File: config.mk
export PLATFORM = sky130hd
export DESIGN_NAME = uart_rx_line_assembler
export DESIGN_NICKNAME = d
export VERILOG_FILES = /design/src/design/ulasm_pkg.sv /design/src/design/ulasm_fifo.sv /design/src/design/ulasm_line.sv /design/src/design/uart_rx_line_assembler.sv
export SDC_FILE = /design/constraint.sdc
export NUM_CORES = 1
export LEC_CHECK = 0
export BUFFER_PORTS_ARGS = -buffer_cell sky130_fd_sc_hd__buf_4
export CAP_MARGIN = 20
export CORE_MARGIN = 3
export CORE_UTILIZATION = 30
export DETAILED_ROUTE_END_ITERATION = 16
export HOLD_SLACK_MARGIN = 0.12
export REMOVE_ABC_BUFFERS = 1
export SETUP_SLACK_MARGIN = 0.1
export SLEW_MARGIN = 5
export SYNTH_ARGS = -nofsm -noshare
export SYNTH_HDL_FRONTEND = slang
export SYNTH_SLANG_ARGS = --single-unit
File: constraint.sdc
create_clock -name clk -period 3.54 [get_ports clk]
set_clock_uncertainty 0.2 [all_clocks]
set_input_delay 0.885 -clock clk [delete_from_list [all_inputs] [get_ports clk]]
set_output_delay 0.885 -clock clk [all_outputs]
set_load 0.005 [all_outputs]
File: src/design/ulasm_pkg.sv
// Shared constants, types and control structs for the UART receive line assembler.
package ulasm_pkg;

  // Receive ring depth and longest line kept.
  localparam int FIFO_DEPTH = 64;
  localparam int LINE_MAX   = 32;

  // Derived widths.
  localparam int PTR_W  = $clog2(FIFO_DEPTH);
  localparam int CNT_W  = $clog2(FIFO_DEPTH + 1);
  localparam int LA_W   = (LINE_MAX > 1) ? $clog2(LINE_MAX) : 1;
  localparam int LEN_W  = $clog2(LINE_MAX + 1);

  // Fixed field widths of the stream words.
  localparam int BYTE_W  = 8;
  localparam int COUNT_W = 7;

  // Character codes the assembler reacts to.
  localparam logic [BYTE_W-1:0] CH_LF  = 8'h0A;
  localparam logic [BYTE_W-1:0] CH_CR  = 8'h0D;
  localparam logic [BYTE_W-1:0] CH_NUL = 8'h00;

  // Input item selector carried on the slave tuser.
  localparam logic FUNC_RECEIVE = 1'b0;
  localparam logic FUNC_PROCESS = 1'b1;

  // Result kind carried on the master tuser.
  localparam logic KIND_STATUS = 1'b0;
  localparam logic KIND_CHAR   = 1'b1;

  // Requests to the receive ring.
  typedef struct packed {
    logic              push;
    logic              pop;
    logic [BYTE_W-1:0] data;
  } fifo_cmd_t;

  // Receive ring status.
  typedef struct packed {
    logic [CNT_W-1:0] fill;
    logic             ovf;
    logic             empty;
  } fifo_stat_t;

  // Requests to the line store.
  typedef struct packed {
    logic              clear;
    logic              append;
    logic [BYTE_W-1:0] ch;
    logic              rd_en;
    logic [LA_W-1:0]   rd_addr;
  } line_cmd_t;

endpackage

File: src/design/ulasm_fifo.sv
// Receive ring FIFO: byte memory, read pointer, fill count and sticky overflow flag.
module ulasm_fifo
  import ulasm_pkg::*;
(
  input  logic              clk,
  input  logic              rst,
  input  fifo_cmd_t         cmd,
  output fifo_stat_t        stat,
  output logic [BYTE_W-1:0] rd_data
);

  localparam int SUM_W = PTR_W + 2;

  logic [BYTE_W-1:0] mem [FIFO_DEPTH];
  logic [PTR_W-1:0]  rd_ptr;
  logic [CNT_W-1:0]  fill;
  logic              ovf;
  logic [SUM_W-1:0]  wr_sum;
  logic [PTR_W-1:0]  wr_addr;
  logic              full;

  // Write slot is read pointer plus fill, wrapped once; a full ring lands on the read pointer.
  always_comb begin
    wr_sum = SUM_W'(rd_ptr) + SUM_W'(fill);
    if (wr_sum >= SUM_W'(FIFO_DEPTH)) begin
      wr_sum = wr_sum - SUM_W'(FIFO_DEPTH);
    end
    wr_addr = wr_sum[PTR_W-1:0];
    full    = (fill == CNT_W'(FIFO_DEPTH));
  end

  // Memory write and registered read.
  always_ff @(posedge clk) begin
    if (cmd.push) begin
      mem[wr_addr] <= cmd.data;
    end
    if (cmd.pop) begin
      rd_data <= mem[rd_ptr];
    end
  end

  // Pointer, count and overflow flag.
  always_ff @(posedge clk) begin
    if (rst) begin
      rd_ptr <= '0;
      fill   <= '0;
      ovf    <= 1'b0;
    end else if (cmd.push) begin
      if (full) begin
        ovf <= 1'b1;
      end else begin
        fill <= fill + CNT_W'(1);
      end
    end else if (cmd.pop) begin
      fill <= fill - CNT_W'(1);
      if (rd_ptr == PTR_W'(FIFO_DEPTH - 1)) begin
        rd_ptr <= '0;
      end else begin
        rd_ptr <= rd_ptr + PTR_W'(1);
      end
    end
  end

  assign stat.fill  = fill;
  assign stat.ovf   = ovf;
  assign stat.empty = (fill == '0);

endmodule

File: src/design/ulasm_line.sv
// Line store: character memory and current line length.
module ulasm_line
  import ulasm_pkg::*;
(
  input  logic              clk,
  input  logic              rst,
  input  line_cmd_t         cmd,
  output logic [LEN_W-1:0]  len,
  output logic [BYTE_W-1:0] rd_data
);

  logic [BYTE_W-1:0] mem [LINE_MAX];
  logic              room;

  // Characters beyond the line limit are dropped.
  assign room = (len < LEN_W'(LINE_MAX));

  // Memory write at the current length and registered read.
  always_ff @(posedge clk) begin
    if (cmd.append && room) begin
      mem[len[LA_W-1:0]] <= cmd.ch;
    end
    if (cmd.rd_en) begin
      rd_data <= mem[cmd.rd_addr];
    end
  end

  // Line length.
  always_ff @(posedge clk) begin
    if (rst) begin
      len <= '0;
    end else if (cmd.clear) begin
      len <= '0;
    end else if (cmd.append && room) begin
      len <= len + LEN_W'(1);
    end
  end

endmodule

File: src/design/uart_rx_line_assembler.sv
// Top level: UART receive ring FIFO feeding a line assembler, with stream ports.
//
//  Port group  Dir  Payload
//  s_*         in   tuser = func, tdata[7:0] = rx_byte
//  m_*         out  tuser = kind, tlast = last,
//                   tdata[7:0] = line_char, [14:8] = fifo_count, [15] = overflowed
//
// A receive item goes through the status state, which loads the status word into the
// output register; a process item first passes the pop state for the FIFO memory read
// (skipped when the FIFO is empty). A completed line is emitted one character at a time,
// each by a line memory read state, then an output load state; no input is taken
// meanwhile.
// Reset is synchronous; the FIFO and line memories are not cleared and need no pass.
// A stalled output holds the state machine in its load state until the word is taken.
module uart_rx_line_assembler
  import ulasm_pkg::*;
(
  input  logic        clk,
  input  logic        rst,
  input  logic        s_tvalid,
  output logic        s_tready,
  input  logic [7:0]  s_tdata,   // [7:0] rx_byte
  input  logic        s_tuser,   // [0] func
  output logic        m_tvalid,
  input  logic        m_tready,
  output logic [15:0] m_tdata,   // [7:0] line_char, [14:8] fifo_count, [15] overflowed
  output logic        m_tuser,   // [0] kind
  output logic        m_tlast
);

  typedef enum logic [2:0] {
    ST_IDLE,
    ST_POP,
    ST_STAT,
    ST_EMIT_RD,
    ST_EMIT_WR
  } state_t;

  state_t            state;
  state_t            state_next;
  fifo_cmd_t         fifo_cmd;
  fifo_stat_t        fifo_stat;
  logic [BYTE_W-1:0] fifo_rd;
  line_cmd_t         line_cmd;
  logic [LEN_W-1:0]  line_len;
  logic [BYTE_W-1:0] line_rd;
  logic [LA_W-1:0]   emit_idx;
  logic [LEN_W-1:0]  emit_n;
  logic              emit_last;
  logic              accept;
  logic              slot_free;
  logic              out_load;
  logic              out_valid;
  logic              out_kind;
  logic              out_last;
  logic [BYTE_W-1:0] out_char;
  logic [COUNT_W-1:0] out_count;
  logic              out_ovf;

  ulasm_fifo u_fifo (
    .clk     (clk),
    .rst     (rst),
    .cmd     (fifo_cmd),
    .stat    (fifo_stat),
    .rd_data (fifo_rd)
  );

  ulasm_line u_line (
    .clk     (clk),
    .rst     (rst),
    .cmd     (line_cmd),
    .len     (line_len),
    .rd_data (line_rd)
  );

  assign s_tready  = (state == ST_IDLE);
  assign accept    = s_tvalid && s_tready;
  assign slot_free = !out_valid || m_tready;
  assign out_load  = slot_free && (state == ST_STAT || state == ST_EMIT_WR);
  assign emit_last = ((LEN_W'(emit_idx) + LEN_W'(1)) == emit_n);

  // Requests to the ring and line store, and the next state.
  always_comb begin
    fifo_cmd         = '0;
    fifo_cmd.data    = s_tdata;
    line_cmd         = '0;
    line_cmd.ch      = fifo_rd;
    line_cmd.rd_addr = emit_idx;
    state_next       = state;
    case (state)
      ST_IDLE: begin
        if (accept) begin
          if (s_tuser == FUNC_RECEIVE) begin
            fifo_cmd.push = 1'b1;
            state_next    = ST_STAT;
          end else if (fifo_stat.empty) begin
            // An empty FIFO yields NUL, which discards the partial line.
            line_cmd.clear = 1'b1;
            state_next     = ST_STAT;
          end else begin
            fifo_cmd.pop = 1'b1;
            state_next   = ST_POP;
          end
        end
      end
      ST_POP: begin
        if (fifo_rd inside {CH_LF, CH_CR}) begin
          line_cmd.clear = 1'b1;
          state_next     = (line_len != '0) ? ST_EMIT_RD : ST_STAT;
        end else if (fifo_rd == CH_NUL) begin
          line_cmd.clear = 1'b1;
          state_next     = ST_STAT;
        end else begin
          line_cmd.append = 1'b1;
          state_next      = ST_STAT;
        end
      end
      ST_STAT: begin
        if (slot_free) begin
          state_next = ST_IDLE;
        end
      end
      ST_EMIT_RD: begin
        line_cmd.rd_en = 1'b1;
        state_next     = ST_EMIT_WR;
      end
      ST_EMIT_WR: begin
        if (slot_free) begin
          state_next = emit_last ? ST_IDLE : ST_EMIT_RD;
        end
      end
      default: begin
        state_next = ST_IDLE;
      end
    endcase
  end

  // State, line emission counters and the output register.
  always_ff @(posedge clk) begin
    if (rst) begin
      state     <= ST_IDLE;
      out_valid <= 1'b0;
      emit_idx  <= '0;
      emit_n    <= '0;
    end else begin
      state <= state_next;
      if (out_load) begin
        out_valid <= 1'b1;
      end else if (m_tready) begin
        out_valid <= 1'b0;
      end
      case (state)
        ST_POP: begin
          emit_idx <= '0;
          emit_n   <= line_len;
        end
        ST_STAT: begin
          if (slot_free) begin
            out_kind  <= KIND_STATUS;
            out_char  <= CH_NUL;
            out_last  <= 1'b1;
            out_count <= COUNT_W'(fifo_stat.fill);
            out_ovf   <= fifo_stat.ovf;
          end
        end
        ST_EMIT_WR: begin
          if (slot_free) begin
            out_kind  <= KIND_CHAR;
            out_char  <= line_rd;
            out_last  <= emit_last;
            out_count <= COUNT_W'(fifo_stat.fill);
            out_ovf   <= fifo_stat.ovf;
            emit_idx  <= emit_idx + LA_W'(1);
          end
        end
        default: begin
        end
      endcase
    end
  end

  assign m_tvalid = out_valid;
  assign m_tuser  = out_kind;
  assign m_tlast  = out_last;
  assign m_tdata  = {out_ovf, out_count, out_char};

  // A status word is always a single word with a zero character.
  a_status_shape: assert property (@(posedge clk) disable iff (rst)
    (m_tvalid && m_tuser == KIND_STATUS) |-> (m_tlast && m_tdata[7:0] == CH_NUL))
    else $error("status word with character or without last");

  // The reported count never exceeds the ring depth.
  a_count_range: assert property (@(posedge clk) disable iff (rst)
    m_tvalid |-> (m_tdata[14:8] <= COUNT_W'(FIFO_DEPTH)))
    else $error("FIFO count beyond depth");

  // Overflow is sticky until reset.
  a_ovf_sticky: assert property (@(posedge clk) disable iff (rst)
    fifo_stat.ovf |=> fifo_stat.ovf)
    else $error("overflow flag cleared without reset");

  // Input is never taken while a line is being emitted.
  a_no_accept_emit: assert property (@(posedge clk) disable iff (rst)
    (state == ST_EMIT_RD || state == ST_EMIT_WR) |-> !s_tready)
    else $error("input ready during line emission");

endmodule

# Yosys cells after proc, flatten, opt, wreduce, memory -nomap -nowiden
# Memory sizes are Yosys's and may differ from the RTL's. A register that Yosys moved wholly into a read port is not among the register bits.
# Cells that the tools add are included.
# op_classes
muxes	45
bitwise_logic	2
n_eq_ne	13
addsub	8
reduce_logical	24
magnitude_cmp	2
# ops
op	count
$mux 1	23
$mux 7	3
$eq 8x4->1 const B	2
$mux 8	2
$pmux 8 s2	1
$pmux 3 s5	1
$add 6x1->6 const B	2
$mux 6	2
$mux 2	5
$pmux 5 s2	1
$reduce_bool 2->1	5
$mux 3	3
$add 6x7->8	1
$ge 8x7->1 const B	1
$logic_not 8->1	1
$reduce_and 2->1	4
$add 7x1->7 const B	1
$eq 7x7->1 const B	1
$logic_not 7->1	1
$sub 7x1->7 const B	1
$add 5x1->6 const B	1
$eq 3x2->1 const B	2
$eq 6x6->1	1
$eq 6x6->1 const B	1
other kinds (18)	28
# word_totals
word_cells	109
mem_bits_rw	768
regBits	53
memories	2
input_bits	13
# memory_table
name	words	width	rd	rd_ports_with_merged_regs	write_ports	line	text
u_fifo.mem	64	8	1	1	1	ulasm_fifo.sv:14	logic [BYTE_W-1:0] mem [FIFO_DEPTH];
u_line.mem	32	8	1	1	1	ulasm_line.sv:12	logic [BYTE_W-1:0] mem [LINE_MAX];

# Longest topological paths before layout
# Gate-level depths: netlist of the first run.
# logic_depth
word_depth	7
mapped_depth	10
depth_no_buf	10

# By module
# From an unflattened synthesis of the first run, not the netlist that was laid out.
# hier_totals
hier_cells	1644
hier_area_um2	33123.0
# by_module_without_submodules
mod	n_inst	area_each_um2	cells_each	seq_area_each_um2
ulasm_fifo	1	21137.8	1037	15895.2
ulasm_line	1	10420.0	451	8047.7
uart_rx_line_assembler	1	1565.3	156	840.8

# Least setup slack after synthesis of the first run
# OpenSTA, ideal clock, no wires.
# synth_timing
path_kind	input to register
start	input port s_tuser
end	register u_fifo.fill[6]
cell_stages	10
path_slack_ns	0.393
setup_ns	0.121
t_arrival_ns	2.826
required_ns	3.219
path_cell_list	inv_1 -> nand3_1 -> clkinv_1 -> fa_1 -> nor2b_1 -> o31a_1 -> o21ai_0 -> a21o_1 -> a21oi_1 -> mux2_2
# synth_via
elab_chain_cells	5
word_cells_on_any_way	8
# synth_rtl
element	line	text
from (decl)	uart_rx_line_assembler.sv:23	input logic s_tuser,
$mux 1	uart_rx_line_assembler.sv:93	if (s_tuser == FUNC_RECEIVE) begin
$mux 2 (*)	uart_rx_line_assembler.sv:92	if (accept) begin
$mux 2 (*)	uart_rx_line_assembler.sv:90	case (state)
$ne 2x2->1 (no source line) / $reduce_bool 2->1 (equally long branches)	n/a	
$reduce_and 2->1 (no source line)	n/a	
to (signal assigned)	ulasm_fifo.sv:52	fill <= fill + CNT_W'(1);
to (signal assigned)	ulasm_fifo.sv:55	fill <= fill - CNT_W'(1);
to (decl)	ulasm_fifo.sv:16	logic [CNT_W-1:0] fill;
# Mark *: on every way between the ends. The rest lies on a longest branch, timed or not.
# A chain may end at the register's enable or synchronous reset.

# Worst setup path after layout of the first run
# layout_timing
start	register u_fifo.fill[0]
end	memory u_fifo.mem[24][4] (enable)
# layout_via
elab_chain_cells	3
word_cells_on_any_way	4
# layout_rtl
element	line	text
$add 6x7->8 (*)	ulasm_fifo.sv:24	wr_sum = SUM_W'(rd_ptr) + SUM_W'(fill);
$ge 8x7->1 / $sub 6x1->6 (equally long branches)	ulasm_fifo.sv:25, ulasm_fifo.sv:26	
$mux 6 (*)	ulasm_fifo.sv:25	if (wr_sum >= SUM_W'(FIFO_DEPTH)) begin
to (decl)	ulasm_fifo.sv:14	
# Marked as above.

==> qor_table.md, run 1 <==
| Step | Result | Value |
|---|---|---|
| routing | Overall via count from detail_route | 16.47k |
| grt | Largest net degree at the start of global routing | 99 |
| layout | Area growth from synthesis to layout | 16.16% |
| timing | Normalized max-slew margin | 30.00% |
| clocking | Number of buffers inserted during clock tree synthesis | 80 |
| yosys | Post-synth ARST share | 0% |
| setup path | Required time worst endpoint | 3.66 ns |
| placement | Hpwl dp | 45.94 mm |
| timing | Transition at the pin with the smallest max-transition slack | 1.046 ns |
| grt | Grt total ovfl | 0 |
| setup path | Largest fanout on the critical path | 8 |
| power and ir drop | IR Drop Worst-Case VDD | 634.9 µV |
| routing | Number of nets with antenna violations after detailed routing | 0 |
| layout | Final antenna diode count | 0 |
| timing | Hold WS | 0.2597 ns |
| flow run | Number of maximum-capacitance violations | 0 |
| routing | Detail-routed net length per standard cell | 22.03 µm |
| clocking | Number of H-tree levels | 3 |
| yosys | Proportion of synthesized chip area in sequential cells | 75.06% |
| timing | Final hold viol count | 0 |
| clocking | Number of setup buffers added after CTS | 0 |
| placement | Count of buffers from port buffering | 32 |
| layout | Final instance area | 38350 µm² |
| routing | Initial DRC Count | 1402 |
| floorplan | Starting density of the core | 30.29% |
| clocking | Quantity of hold-fixing buffers added after cts | 0 |
| clocking | Clock Sink Count | 837 |
| clocking | CTS tree | done |
| routing | Number of iterations in the first detailed-routing pass | 5 |
| grt | All-Layer GR Usage | 12.89% |
| yosys | Mean Syn Cell Area | 19.79 µm² |
| setup path | Arrival time at the worst endpoint | 3.22 ns |
| timing | Max-slew violations | 0 |
| yosys | Primary flip-flop cell chosen by synthesis mapping | sky130_fd_sc_hd__edfxtp_1 |
| yosys | Post-synth EDFFs | 802 |
| grt | First-pass GRT wire length | 111.0 mm |
| yosys | Number of different library cells in the post-synthesis netlist | 62 |
| grt | Vias in the first global route | 16.92k |
| floorplan | Area of the die | 114100 µm² |
| clocking | Number of buffers on the longest clock path | 3 |
| floorplan | Count of pins on the block boundary | 33 |
| yosys | Synthesized area | 33020 µm² |
| grt | Met2 routing resource usage after global routing | 21.23% |
| yosys | Number of cells produced by synthesis | 1668 |
| clocking | CTS clk-pin slew, worst paths | 0.07 ns |
| grt | Met1 layer usage reported by global route | 17.85% |
| setup path | Worst setup EP type | flip-flop |
| layout | Final-stage net count | 1891 |
| placement | GPL Wtd Cong | 0.7990 |
| clocking | Number of gates given a new drive strength after cts | 0 |
| setup path | Worst setup path class | reg2reg |
| grt | Antenna violations before repair | 0 |
| power and ir drop | Static Leakage | 11.82 nW |
| floorplan | Placeable core area | 109000 µm² |
| timing | Setup repair after global routing missed its margin | no |
| routing | DRT Wirelength | 73.46 mm |
| timing | Max Clk Rate | 322.0 MHz |
| timing | Final setup violation count | 0 |
| clocking | Skew-Pair Late Insertion Delay | 0.61 ns |
| yosys | Post-synthesis register bit count | 837 |
| timing | Final clock period utilization by the worst path | 87.73% |
| timing | Final period demand of the worst path | 3.106 ns |
| clocking | CTS root buf | sky130_fd_sc_hd__clkbuf_16 |
| floorplan | Std cell rows | 121 |
| floorplan | X dimension of the die | 337.8 µm |
| routing | Residual DRC | 0 |
| yosys | Warning count from the yosys run | 0 |
| placement | Area of placed instances | 35940 µm² |
| worst hold path | Hold crit path type | reg2reg |
| setup path | Kind of start point of the critical path | flip-flop |
| grt | Met3 Track Usage GR | 2.075% |
| run status | Run status | complete, no violations |
| power and ir drop | Total power density per cell area | 584.4 nW/µm² |
| grt | Routing layer with the top usage in global route | met2 |
| layout | Fraction of layout instances using a drive strength above 1 | 26.93% |
| routing | Per-cell via count in the routed design | 4.941 |
| floorplan | DIE HEIGHT | 337.8 µm |
==> sequential cells by signal, indices dropped and copies added (netlist names), 3 cells and up <==
name,count
u_fifo.fill,7
u_line.rd_data,8
u_line.mem,256
out_char,8
emit_idx,5
emit_n,6
u_line.len,6
state,3
u_fifo.mem,512
u_fifo.rd_data,8
out_count,7
u_fifo.rd_ptr,6
==> cell type report <==
cell class / instances / area (µm²)
Fill cell: 10033 / 70650
Timing Repair Buffer: 189 / 1531
Sequential cell: 837 / 24800
Multi-Input combinational cell: 738 / 7791
Tap cell: 1414 / 1769
Clock buffer: 106 / 2100
Inverter: 14 / 52.55
Clock inverter: 36 / 311.5
==> where the power goes <==
| group | switching, mW | internal, mW | total, mW |
|---|---|---|---|
| Clock | 3.52 | 4.54 | 8.06 |
| Combinational | 1.72 | 1.28 | 2.99 |
| Sequential | 0.144 | 11.2 | 11.4 |
==> routing by layer <==
metal  up-vias  wire length (µm)
met5         -                 0
met4         0              1603
met3       105              3790
met2       456             36180
met1      8715             31880
li1       7198                 -
==> critical path: stages (launching register included) <==
cell and delay, ns:
sky130_fd_sc_hd__dfxtp_1 0.37, sky130_fd_sc_hd__ha_1 0.25, sky130_fd_sc_hd__fa_1 0.44, sky130_fd_sc_hd__a21o_1 0.21, sky130_fd_sc_hd__a21oi_1 0.26, sky130_fd_sc_hd__xor2_1 0.18, sky130_fd_sc_hd__nor2_1 0.20, sky130_fd_sc_hd__nand2_1 0.26
sky130_fd_sc_hd__nor2_1 0.23, sky130_fd_sc_hd__buf_4 0.20
==> cells by family (layout without fill, tap and decap cells) <==
family	count (synthesis)	count (layout)	share of synthesized area, %
adders and majority gates	18	18	0.7276
buffers and inverters	93	345	1.395
and+or+nand+nor	333	333	4.657
DFF	837	837	75.06
AOI/OAI and AO/OA	128	128	2.584
muxes	235	235	14.94
xor gates and xnor gates	24	24	0.6366
==> per-stage QoR <==
step | worst slack (ns) | cells | total power, mW | utilization (%) | setup TNS, ns
finish | 0.4343 | 3334 | 22.41 | 35.19 | 0
detailed placement | 0.2092 | 3192 | 14.60 | 32.97 | 0
floorplan | -4.164 | 1589 | 13.65 | - | -2170.99
global placement | 0.2230 | 3192 | 14.53 | 32.97 | 0
global route | 0.2330 | 3334 | 23.29 | 35.19 | 0
CTS | 0.4293 | 3334 | 22.67 | 35.19 | 0
==> final timing paths <==
| path | start | end | slack, ns | cells past startpoint |
|---|---|---|---|---|
| worst max-delay path | u_fifo.fill[0] | u_fifo.mem[24][4] | 0.43 | 9 |
| worst min-delay path | u_fifo.ovf | out_ovf | 0.26 | 0 |
| worst max register to register | u_fifo.fill[0] | u_fifo.mem[24][4] | 0.43 | 9 |
| worst min register to register | u_fifo.ovf | out_ovf | 0.26 | 0 |
==> cells in the final DEF (no fill, tap or decap), drive strengths merged, types with 4 or more instances in the layout <==
cell and n:
nor3 26, a22o 4, o21ai 22, a21oi 33, buf 189, mux2 6, xor2 12, dfxtp 35
xnor2 12, bufinv 5, o22ai 11, clkbuf 106, nor2 146, a21o 4, edfxtp 802, inv 16
a2111oi 5, mux2i 24, a211oi 13, nand2 68, clkinv 28, nand3 21, and3 5, nand4 6
and2 13, a221oi 5, nor4 5, nor3b 5, ha 16, a22oi 9, nor2b 19, mux4 205
==> Yosys cell counts, drive strengths merged (2+ instances only) <==
library cell,count,share of area [%]
nand3b,3,0.068
a2111oi,5,0.13
edfxtp,802,73
a211oi,13,0.30
inv,12,0.14
or3b,3,0.080
a211o,3,0.080
a21o,4,0.091
o31a,2,0.053
nand3,21,0.32
or2,3,0.057
nor3b,5,0.11
and3,5,0.095
a221oi,5,0.13
nor3,26,0.39
clkinv,2,0.023
nand2,68,0.77
mux2i,24,0.73
nand2b,3,0.057
a22oi,9,0.20
or3,3,0.057
mux2,6,0.20
nor2,146,1.7
o221ai,3,0.080
nor2b,19,0.36
o21ai,22,0.37
fa,2,0.12
and2,13,0.25
o22ai,11,0.21
a21oi,33,0.50
mux4,205,14
xor2,12,0.32
o21a,2,0.045
nor4,5,0.14
buf,47,0.87
nand4,6,0.11
a31oi,3,0.057
xnor2,12,0.32
a22o,4,0.11
ha,16,0.61
dfxtp,35,2.1
o21bai,2,0.045
o211ai,2,0.045
clkbuf,32,0.36
Note: power is estimated with default switching activity, not from simulation.
==> inputs of run 2 (changes only) <==
Settings changed: PLACE_DENSITY_LB_ADDON set to 0.1.
==> qor_table.md, run 2 (synthesis results as in run 1) <==
| Step | Result | Value | Delta |
|---|---|---|---|
| power and ir drop | Static Leakage | 11.99 nW | was 11.82 nW |
| clocking | Skew-Pair Late Insertion Delay | 0.64 ns | was 0.61 ns |
| clocking | CTS tree | done | unchanged |
| grt | Met1 layer usage reported by global route | 20.41% | was 17.85% |
| routing | Number of iterations in the first detailed-routing pass | 6 | was 5 |
| timing | Max Clk Rate | 314.8 MHz | was 322.0 MHz |
| routing | DRT Wirelength | 85.69 mm | was 73.46 mm |
| timing | Normalized max-slew margin | 32.62% | was 30.00% |
| clocking | CTS clk-pin slew, worst paths | 0.06 ns | was 0.07 ns |
| floorplan | Count of pins on the block boundary | 33 | unchanged |
| placement | GPL Wtd Cong | 0.7565 | was 0.7990 |
| layout | Area of the multi-input gates | 7786 µm² | was 7791 µm² |
| floorplan | Std cell rows | 121 | unchanged |
| setup path | Largest fanout on the critical path | 25 | was 8 |
| setup path | Arrival time at the worst endpoint | 3.34 ns | was 3.22 ns |
| power and ir drop | IR Drop Worst-Case VDD | 385.5 µV | was 634.9 µV |
| layout | Fraction of layout instances using a drive strength above 1 | 27.48% | was 26.93% |
| layout | Max reg flops | 512 | unchanged |
| grt | Met3 Track Usage GR | 2.476% | was 2.075% |
| floorplan | DIE HEIGHT | 337.8 µm | unchanged |
| layout | Register with the highest flop count | u_fifo.mem | unchanged |
| power and ir drop | Total power density per cell area | 611.4 nW/µm² | was 584.4 nW/µm² |
| layout | Final-stage net count | 1892 | was 1891 |
| timing | Final setup violation count | 0 | unchanged |
| clocking | Number of setup buffers added after CTS | 0 | unchanged |
| grt | Met2 routing resource usage after global routing | 25.16% | was 21.23% |
| setup path | Worst setup EP type | flip-flop | unchanged |
| layout | Filler Cells Inserted | 10.18k | was 10.03k |
| placement | Hpwl dp | 53.67 mm | was 45.94 mm |
| floorplan | X dimension of the die | 337.8 µm | unchanged |
| routing | Per-cell via count in the routed design | 4.864 | was 4.941 |
| timing | Post-route setup TNS | 0 ns | unchanged |
| grt | First-pass GRT wire length | 123.9 mm | was 111.0 mm |
| setup path | Register-to-register setup slack | 0.36 ns | was 0.43 ns |
| setup path | Worst reg2reg path endpoint | u_fifo.rd_data[6] | was u_fifo.mem[24][4] |
| worst hold path | Min-delay src | u_fifo.ovf | unchanged |
| worst hold path | Hold crit path type | reg2reg | unchanged |
| clocking | Number of gates given a new drive strength after cts | 0 | unchanged |
| grt | Antenna violations before repair | 0 | unchanged |
| layout | Final antenna diode count | 0 | unchanged |
| clocking | Clock Sink Count | 837 | unchanged |
| setup path | Kind of start point of the critical path | flip-flop | unchanged |
| timing | Setup slack after layout | 0.3637 ns | was 0.4343 ns |
| layout | Area growth from synthesis to layout | 17.31% | was 16.16% |
| placement | Count of buffers from port buffering | 32 | unchanged |
| setup path | Required time worst endpoint | 3.70 ns | was 3.66 ns |
| setup path | Depth of the worst register-to-register path | 8 | was 9 |
| grt | Largest net degree at the start of global routing | 83 | was 99 |
| grt | Vias in the first global route | 16.93k | was 16.92k |
| floorplan | Starting density of the core | 30.29% | unchanged |
| timing | Final clock period utilization by the worst path | 89.73% | was 87.73% |
| layout | Largest registers in the final layout | u_fifo.mem: 512 flops, u_line.mem: 256 flops | unchanged |
| setup path | Worst setup path class | reg2reg | unchanged |
| worst hold path | Min-Delay Endpoint | out_ovf | unchanged |
| clocking | Number of H-tree levels | 3 | unchanged |
| routing | Number of nets with antenna violations after detailed routing | 0 | unchanged |
| layout | Most frequent standard cell in the layout excluding fill and tap cells | sky130_fd_sc_hd__edfxtp_1 | unchanged |
| flow run | Number of maximum-capacitance violations | 0 | unchanged |
| layout | Combined flip-flop and latch cell area | 24800 µm² | unchanged |
| floorplan | Area of the die | 114100 µm² | unchanged |
| clocking | CTS root buf | sky130_fd_sc_hd__clkbuf_16 | unchanged |
| timing | Final hold viol count | 0 | unchanged |
| grt | Grt total ovfl | 0 | unchanged |
| placement | Setup WS pre-CTS | 0.1806 ns | was 0.2092 ns |
| timing | Setup repair after global routing missed its margin | no | unchanged |
| routing | Overall via count from detail_route | 16.26k | was 16.47k |
| worst hold path | Cell depth of the worst min-delay path | 0 | unchanged |
| clocking | Quantity of hold-fixing buffers added after cts | 0 | unchanged |
| timing | Transition at the pin with the smallest max-transition slack | 1.002 ns | was 1.046 ns |
| clocking | Number of buffers on the longest clock path | 3 | unchanged |
| layout | Leading cell types in the layout, fill and taps excluded | sky130_fd_sc_hd__edfxtp_1 (802), sky130_fd_sc_hd__mux4_2 (203), sky130_fd_sc_hd__buf_4 (168) | was sky130_fd_sc_hd__edfxtp_1 (802), sky130_fd_sc_hd__mux4_2 (203), sky130_fd_sc_hd__buf_4 (180) |
| floorplan | Placeable core area | 109000 µm² | unchanged |
| timing | Max-slew violations | 0 | unchanged |
| routing | Residual DRC | 0 | unchanged |
| run status | Run status | complete, no violations | unchanged |
| timing | Final period demand of the worst path | 3.176 ns | was 3.106 ns |
| routing | Initial DRC Count | 1127 | was 1402 |
| routing | Detail-routed net length per standard cell | 25.63 µm | was 22.03 µm |
| grt | Routing layer with the top usage in global route | met2 | unchanged |
| grt | All-Layer GR Usage | 15.16% | was 12.89% |
| setup path | Crit Reg-Reg Startpoint | u_fifo.rd_ptr[0] | was u_fifo.fill[0] |
| clocking | Number of buffers inserted during clock tree synthesis | 91 | was 80 |
run 2: cell types whose count changed in the layout (fill, tap and decap cells not counted), moves of 2 or more:
cell and delta:
sky130_fd_sc_hd__bufinv_16 +2, sky130_fd_sc_hd__inv_6 -3, sky130_fd_sc_hd__clkbuf_1 -6, sky130_fd_sc_hd__clkinv_2 +9, sky130_fd_sc_hd__buf_12 +2, sky130_fd_sc_hd__clkinvlp_4 +2
sky130_fd_sc_hd__buf_4 -12, sky130_fd_sc_hd__clkbuf_16 +15
run 2: worst max path at each step:
| stage | depth (start not counted) | start | endpoint |
|---|---|---|---|
| after global placement | 10 | s_tuser | u_fifo.fill[6] |
| final | 8 | u_fifo.rd_ptr[0] | u_fifo.rd_data[6] |
| after CTS | 8 | u_fifo.rd_ptr[0] | u_fifo.rd_data[6] |
| after floorplan | 5 | u_fifo.rd_ptr[0] | u_fifo.mem[13][0] |
| after detailed placement | 10 | s_tuser | u_fifo.fill[6] |
| after global routing | 8 | u_fifo.rd_ptr[0] | u_fifo.rd_data[6] |
run 2: routing by layer:
| metal | share of wire (%) | up-vias | wire (µm) |
|---|---|---|---|
| li1 | - | 7202 | - |
| met1 | 44 | 8616 | 38050 |
| met2 | 49 | 321 | 42080 |
| met3 | 3.5 | 122 | 3030 |
| met4 | 3.0 | 0 | 2542 |
| met5 | 0 | - | 0 |
run 2: where the power goes:
group	internal [mW]	total [mW]	switching (mW)
clock	5.38	9.18	3.81
sequential	11.2	11.4	0.158
combinational	1.27	3.12	1.84
total	17.9	23.7	5.81
run 2: layout make-up:
type                    instances  area share (%)
repair buffers                179           3.825
inverters                      14          0.1357
multi-input cells             738           20.10
clock buffers                 115           6.331
clock inverters                46           1.014
well taps                    1414           4.568
flip-flops and latches        837           64.02
run 2: metrics by stage:
stage	utilization, %	hold WS, ns	area [µm²]	cells	power (mW)
after floorplan	-	0.2088	32610	1589	13.65
after global placement	32.92	0.2514	35890	3182	14.79
after detailed placement	32.92	0.2400	35890	3182	14.80
after CTS	35.53	0.2551	38730	3343	24.06
after global routing	35.53	0.2658	38730	3343	24.67
final	35.53	0.2485	38730	3343	23.68
run 2: worst max-delay path: stages, from the launching register on:
cell and delay, ns:
sky130_fd_sc_hd__dfxtp_4 0.39, sky130_fd_sc_hd__buf_4 0.46, sky130_fd_sc_hd__mux4_2 0.58, sky130_fd_sc_hd__nor2b_1 0.16
sky130_fd_sc_hd__a2111oi_0 0.54, sky130_fd_sc_hd__buf_4 0.21, sky130_fd_sc_hd__a31oi_1 0.07, sky130_fd_sc_hd__o21ai_0 0.12
sky130_fd_sc_hd__nor3_1 0.11
